File: src/rtl/core/ndpf_pkg.sv
// Shared constants and the darken function for the noisy darken pixel filter.
`default_nettype none
package ndpf_pkg;

  localparam int PIX_W            = 8;
  localparam int ROW_PIXELS_DEF   = 264;
  localparam int ROW_COUNT_DEF    = 184;
  localparam int PADDR_W          = 3;
  localparam int PDATA_W          = 32;
  localparam int OFFSET_W         = 16;

  localparam logic [PADDR_W-1:0] ADDR_NOISE_OFFSET = 3'd0;

  // keep high nibble, low nibble becomes (15*low + noise) >> 4
  function automatic logic [PIX_W-1:0] darken(input logic [PIX_W-1:0] p,
                                              input logic [3:0] noise);
    logic [7:0] lo;
    logic [7:0] sum;
    lo  = {4'b0, p[3:0]};
    sum = (lo << 4) - lo + {4'b0, noise};
    return {p[7:4], sum[7:4]};
  endfunction

endpackage
`default_nettype wire

File: src/rtl/core/ndpf_line_mem.sv
// Line store: one row of filtered pixels, synchronous read with enable.
`default_nettype none
module ndpf_line_mem
  import ndpf_pkg::*;
#(
  parameter int DEPTH = ROW_PIXELS_DEF
) (
  input  wire logic                     clk,
  input  wire logic                     rd_en,
  input  wire logic [$clog2(DEPTH)-1:0] rd_addr,
  output logic      [PIX_W-1:0]         rd_data,
  input  wire logic                     wr_en,
  input  wire logic [$clog2(DEPTH)-1:0] wr_addr,
  input  wire logic [PIX_W-1:0]         wr_data
);

  logic [PIX_W-1:0] mem [DEPTH];

  always_ff @(posedge clk) begin
    if (wr_en) begin
      mem[wr_addr] <= wr_data;
    end
  end

  // read data holds until the next enabled read
  always_ff @(posedge clk) begin
    if (rd_en) begin
      rd_data <= mem[rd_addr];
    end
  end

endmodule
`default_nettype wire

File: src/rtl/core/noisy_darken_pixel_filter.sv
// Noisy darken pixel filter: raster-order palette pixel darkening with noise.
// A pixel goes through the compute stage register and then the output register.
// Throughput: one pixel per cycle unless the output is stalled; the line store has one
// read and one write port, and the two-left dependence is met by two result registers.
// Reset clears the column and row counters, the last two results, noise_offset
// and all valid flags. The line store is not cleared; it is read only after written.
`default_nettype none
module noisy_darken_pixel_filter
  import ndpf_pkg::*;
#(
  parameter int ROW_PIXELS = ROW_PIXELS_DEF,
  parameter int ROW_COUNT  = ROW_COUNT_DEF
) (
  input  wire logic               clk,
  input  wire logic               rst,
  // APB configuration
  input  wire logic               psel,
  input  wire logic               penable,
  input  wire logic               pwrite,
  input  wire logic [PADDR_W-1:0] paddr,
  input  wire logic [PDATA_W-1:0] pwdata,
  output logic      [PDATA_W-1:0] prdata,
  output logic                    pready,
  // input channel
  input  wire logic               in_valid,
  output logic                    in_stall,
  input  wire logic [PIX_W-1:0]   pixel_in,
  input  wire logic [PIX_W-1:0]   left_border,
  input  wire logic [PIX_W-1:0]   above_right_border,
  // output channel
  output logic                    out_valid,
  input  wire logic               out_stall,
  output logic      [PIX_W-1:0]   pixel_out,
  output logic                    row_done,
  output logic                    frame_done
);

  localparam int CW = $clog2(ROW_PIXELS);
  localparam int RW = (ROW_COUNT > 1) ? $clog2(ROW_COUNT) : 1;
  localparam logic [CW-1:0] LAST_COL = CW'(ROW_PIXELS - 1);
  localparam logic [RW-1:0] LAST_ROW = RW'(ROW_COUNT - 1);
  localparam int RAMP_BASE_I = (((ROW_PIXELS - ROW_COUNT) % 64) + 64) % 64;
  localparam logic [5:0] RAMP_BASE = 6'(RAMP_BASE_I);

  // configuration
  logic [OFFSET_W-1:0] noise_offset;

  assign pready = 1'b1;

  always_ff @(posedge clk) begin
    if (rst) begin
      noise_offset <= '0;
    end else if (psel && penable && pwrite && paddr == ADDR_NOISE_OFFSET) begin
      noise_offset <= pwdata[OFFSET_W-1:0];
    end
  end

  always_comb begin
    prdata = '0;
    if (paddr == ADDR_NOISE_OFFSET) begin
      prdata = {{(PDATA_W-OFFSET_W){1'b0}}, noise_offset};
    end
  end

  // stage 0: position, ramp and line store read
  logic [CW-1:0] col;
  logic [RW-1:0] row;
  logic          in_xfer;
  logic          last_col0;
  logic          last_row0;
  logic [CW-1:0] rd_addr;
  logic [5:0]    ramp6;

  assign in_xfer   = in_valid && !in_stall;
  assign last_col0 = (col == LAST_COL);
  assign last_row0 = (row == LAST_ROW);
  assign rd_addr   = last_col0 ? '0 : col + CW'(1);
  assign ramp6     = RAMP_BASE + 6'(row) - 6'(col) - noise_offset[5:0];

  always_ff @(posedge clk) begin
    if (rst) begin
      col <= '0;
      row <= '0;
    end else if (in_xfer) begin
      if (last_col0) begin
        col <= '0;
        row <= last_row0 ? '0 : row + RW'(1);
      end else begin
        col <= col + CW'(1);
      end
    end
  end

  // stage 1: noise and darken
  logic             s1_valid;
  logic [PIX_W-1:0] s1_pix;
  logic [3:0]       s1_left;
  logic [3:0]       s1_arb;
  logic [3:0]       s1_ramp;
  logic [CW-1:0]    s1_col;
  logic             s1_first_row;
  logic             s1_early_col;
  logic             s1_last_col;
  logic             s1_last_row;
  logic             s1_advance;
  logic [PIX_W-1:0] rd_data;
  logic [PIX_W-1:0] recent0;
  logic [PIX_W-1:0] recent1;
  logic [3:0]       two_left;
  logic [3:0]       above;
  logic [3:0]       noise;
  logic [PIX_W-1:0] result;

  assign s1_advance = s1_valid && (!out_valid || !out_stall);
  assign in_stall   = s1_valid && !s1_advance;

  always_ff @(posedge clk) begin
    if (rst) begin
      s1_valid <= 1'b0;
    end else if (in_xfer) begin
      s1_valid <= 1'b1;
    end else if (s1_advance) begin
      s1_valid <= 1'b0;
    end
  end

  always_ff @(posedge clk) begin
    if (in_xfer) begin
      s1_pix       <= pixel_in;
      s1_left      <= left_border[3:0];
      s1_arb       <= above_right_border[3:0];
      s1_ramp      <= ramp6[5:2];
      s1_col       <= col;
      s1_first_row <= (row == '0);
      s1_early_col <= (col < CW'(2));
      s1_last_col  <= last_col0;
      s1_last_row  <= last_row0;
    end
  end

  ndpf_line_mem #(
    .DEPTH (ROW_PIXELS)
  ) u_line_mem (
    .clk     (clk),
    .rd_en   (in_xfer),
    .rd_addr (rd_addr),
    .rd_data (rd_data),
    .wr_en   (s1_advance),
    .wr_addr (s1_col),
    .wr_data (result)
  );

  always_comb begin
    two_left = s1_early_col ? s1_left : recent1[3:0];
    if (s1_first_row) begin
      above = '0;
    end else if (s1_last_col) begin
      above = s1_arb;
    end else begin
      above = rd_data[3:0];
    end
    noise  = s1_ramp + two_left + above;
    result = darken(s1_pix, noise);
  end

  always_ff @(posedge clk) begin
    if (rst) begin
      recent0 <= '0;
      recent1 <= '0;
    end else if (s1_advance) begin
      recent1 <= recent0;
      recent0 <= result;
    end
  end

  // output register
  always_ff @(posedge clk) begin
    if (rst) begin
      out_valid <= 1'b0;
    end else if (s1_advance) begin
      out_valid <= 1'b1;
    end else if (!out_stall) begin
      out_valid <= 1'b0;
    end
  end

  always_ff @(posedge clk) begin
    if (s1_advance) begin
      pixel_out  <= result;
      row_done   <= s1_last_col;
      frame_done <= s1_last_col && s1_last_row;
    end
  end

  // checks
  a_frame_implies_row: assert property (@(posedge clk) disable iff (rst)
    out_valid && frame_done |-> row_done)
    else $error("frame_done without row_done");

  a_col_in_range: assert property (@(posedge clk) disable iff (rst)
    col <= LAST_COL)
    else $error("column counter out of range");

  a_wrap_col: assert property (@(posedge clk) disable iff (rst)
    in_xfer && last_col0 |=> col == '0)
    else $error("column did not wrap after last column");

  a_advance_fills_out: assert property (@(posedge clk) disable iff (rst)
    s1_advance |=> out_valid)
    else $error("result lost between compute stage and output");

endmodule
`default_nettype wire

File: config.mk
export PLATFORM = sky130hd
export DESIGN_NAME = noisy_darken_pixel_filter
export DESIGN_NICKNAME = d
export VERILOG_FILES = /design/src/rtl/core/ndpf_pkg.sv /design/src/rtl/core/ndpf_line_mem.sv /design/src/rtl/core/noisy_darken_pixel_filter.sv
export SDC_FILE = /design/constraint.sdc
export NUM_CORES = 1
export LEC_CHECK = 0
export ABC_AREA = 1
export BUFFER_PORTS_ARGS = -buffer_cell sky130_fd_sc_hd__buf_2
export CAP_MARGIN = 20
export CORE_ASPECT_RATIO = 1.2
export CORE_UTILIZATION = 50
export DETAILED_ROUTE_END_ITERATION = 10
export PLACE_DENSITY_LB_ADDON = 0.3
export SYNTH_ARGS = -nofsm -noshare
export SYNTH_HDL_FRONTEND = slang
export SYNTH_SLANG_ARGS = --single-unit
File: constraint.sdc
create_clock -name clk -period 11.66 [get_ports clk]
set_input_delay 2.332 -clock clk [delete_from_list [all_inputs] [get_ports clk]]
set_output_delay 2.332 -clock clk [all_outputs]
set_load 0.02 [all_outputs]
==> flow_summary.yaml <==
status:
  outcome: "completed"
global_routing:
  grt_pass1_wl_um: 193000
  grt_start_max_net_pins: 209
  track_usage: 0.246
  antenna_found_initial: 1
  grt_pass1_vias: 32600
  overflow: 0
logic_synthesis:
  synth-edff-count: 1103
  yosysWarnings: 0
  syn_inst: 4808
  synth_fa_ha_area_frac: 0.00707
  async_flop_share: 0
  synthSimpleGateAreaFrac: 0.231
  synth_xor_area_frac: 0.00223
  ys_ff_latch: 1146
  ys.flop_type: "edfxtp_1"
  synthMuxAreaShare: 0.000393
  netlist_area_um2: 51000
  synth_compound_area_frac: 0.0173
  synth_top_family_by_area: "simple AND/OR/NAND/NOR gates"
  syn_avg_cell_area_um2: 10.6
  synth.distinct_cells: 39
  yosysSeqAreaShare: 0.667
drt:
  vias: 34600
  vias_per_cell: 5.59
  wl_um: 128000
  drt_first_pass_iters: 6
  drc: 0
  antenna_left: 0
  drt_iter0_drc: 3522
  routedWlPerCell_um: 20.7
layout:
  syn2layout_area_growth_pct: 10.1
  layout_commonest_cell: "edfxtp_1"
  finish.cell_count_without_fillers: 6192
  drive_above_1_share: 0.0672
  final_cell_mix: "edfxtp_1 (1103), nand3_1 (963), nand2_1 (816)"
  final_util: 0.559
  nets: 4831
timing:
  finalMaxSlewViolations: 0
  final.setup.worst_slack_ns: 5.12
  setup_viol: 0
  relSlewSlack: 0.283
  layout_worst_path_cycle_share: 0.560
  max_freq_mhz: 153
  tns_ns: 0
  hold_violations: 0
  clock_skew_ns: 0.0370
  rsz0062_at_grt: "no"
  post-route-min-period_ns: 6.54
  worst_slew_pin_slew_ns: 1.08
die:
  num_io_pins: 111
  rows: 127
  die_w_um: 293
  die_h_um: 352
  core_um2: 100000
  initial_core_util: 0.508
  dieArea_um2: 103000
clock_tree:
  clock-sinks: 1146
  post_cts_buffers: 0
  post_cts_resized: 0
  clk_pin_slew_ns: 0.06
  cts_hold_buf: 0
  clockBufferDepth: 3
  clockRootBuffer: "clkbuf_16"
  cts_tree: "done"
  clk_latency_ns: 0.71
  cts_buffers: 113
  h-tree-depth: 3
worst_setup_path:
  cp_data_required_time_ns: 12.12
  cp_common_cell: "nand2_1"
  crit_arrival_ns: 6.99
  slowest_delay_ns: 1.08
  worstPathCellList: "ha_1 > nand2_1 > nor2_2 > nand2_8 > buf_12 > nand2_4 > inv_6 > buf_4 > nand3_1 > nand2_1 > inv_1 > nand2_1 > nand3_1 > nand3_1 > nand3_1 > nand3_1 > nand2_1 > nand2_1 > nand2_1"
  worstSetupEndpointType: "flip-flop"
  worstSetupPathType: "reg2reg"
  slowest_stage: "inv_6"
  cp-start-kind: "flip-flop"
  cp_max_fo: 159
place:
  dp_cells: 5977
  routabilityCongestion: 0.858
  dp_slack_ns: 5.17
  port_buffers: 69
  dpl.hpwl_um: 70700
pwr:
  leakage_nw: 21.3
  power_density_nw_per_um2: 181
  peakVddDrop_mv: 0.128
worst_hold_path:
  min-delay-path-class: "reg2reg"
flow_run:
  max_cap_violations: 0
-- cells in the mapped netlist (8+ instances only) --
| cell type | count | area share |
|---|---|---|
| a21oi_1 | 38 | 0.0037 |
| buf_1 | 37 | 0.0027 |
| buf_2 | 104 | 0.010 |
| buf_4 | 40 | 0.0059 |
| clkbuf_1 | 136 | 0.010 |
| dfxtp_1 | 43 | 0.017 |
| edfxtp_1 | 1103 | 0.65 |
| fa_1 | 8 | 0.0031 |
| ha_1 | 16 | 0.0039 |
| inv_1 | 603 | 0.044 |
| inv_2 | 8 | 0.00059 |
| nand2_1 | 820 | 0.060 |
| nand3_1 | 964 | 0.095 |
| nand3b_1 | 268 | 0.039 |
| nor2_1 | 443 | 0.033 |
| nor3_1 | 12 | 0.0012 |
| o211ai_1 | 8 | 0.0012 |
| o21ai_0 | 78 | 0.0077 |
| o21ai_1 | 10 | 0.00098 |
| o221ai_1 | 12 | 0.0021 |
| or2_2 | 8 | 0.00098 |
| xor2_1 | 8 | 0.0014 |
-- final cells by class --
cell class / instances / area [um2]
Fill cell: 8456 / 44300
Sequential cell: 1146 / 34000
Multi-Input combinational cell: 2741 / 13300
Clock buffer: 132 / 2930
Inverter: 616 / 2340
Tap cell: 1354 / 1690
Clock inverter: 79 / 1030
Timing Repair Buffer: 123 / 850
Antenna cell: 1 / 2.50
-- worst paths after layout --
check,start,to,slack [ns],cells past startpoint
hold / removal,s1_pix[5]$_DFFE_PP_,pixel_out[5]$_DFFE_PP_,0.42,0
setup reg to reg,col[1]$_SDFFE_PP0P_,u_line_mem.rd_data[3]$_DFFE_PP_,5.12,19
hold reg to reg,s1_pix[5]$_DFFE_PP_,pixel_out[5]$_DFFE_PP_,0.42,0
setup / recovery,col[1]$_SDFFE_PP0P_,u_line_mem.rd_data[3]$_DFFE_PP_,5.12,19
-- critical path: cells and delay by family (launching register included) --
family | cells | cell delay [ns]
adder cells (fa/ha/maj) | 1 | 0.25
AND/OR/NAND/NOR | 14 | 2.91
flip-flops | 1 | 0.41
buffers and inverters | 4 | 2.53
-- through the flow --
| stage | area (um2) | power (mW) | hold slack (ns) |
|---|---|---|---|
| 6_report | 56100 | 10.1 | 0.420 |
| 5_1_grt | 56100 | 10.4 | 0.423 |
| 4_1_cts | 56100 | 10.2 | 0.421 |
| 3_5_place_dp | 52100 | 6.37 | 0.407 |
| 3_3_place_gp | 52100 | 6.35 | 0.402 |
| 2_1_floorplan | 51000 | 5.96 | 0.400 |
-- routing by layer --
metal / track usage / up-vias / part of all wire
met5: 0 / - / 0.00010
met4: 0.109 / 2 / 0.039
met3: 0.0314 / 266 / 0.082
met2: 0.404 / 1496 / 0.48
met1: 0.330 / 16700 / 0.40
li1: - / 16100 / -
-- flip-flops by register name, summed over array words and instances (netlist names), 8 cells and up --
name / cells
col: 9
u_line_mem.mem: 1056
s1_pix: 8
s1_col: 9
row: 8
noise_offset: 16
pixel_out: 8
-- logic make-up (layout without fill, tap and decap cells) --
family                     after synthesis  in the layout
adders and majority gates               24             24
other                                    2             18
and+or+nand+nor                       2529           2529
buffers and inverters                  936            950
xor gates and xnor gates                13             13
DFF                                   1146           1146
AOI/OAI and AO/OA                      156            156
muxes                                    2              2
-- power breakdown --
group	total [mW]	switching [mW]	internal, mW
combinational	1.35	1.09	0.268
sequential	4.94	0.0141	4.93
clock	3.86	1.57	2.29
total	10.1	2.67	7.48
(Power assumes the default switching activity.)
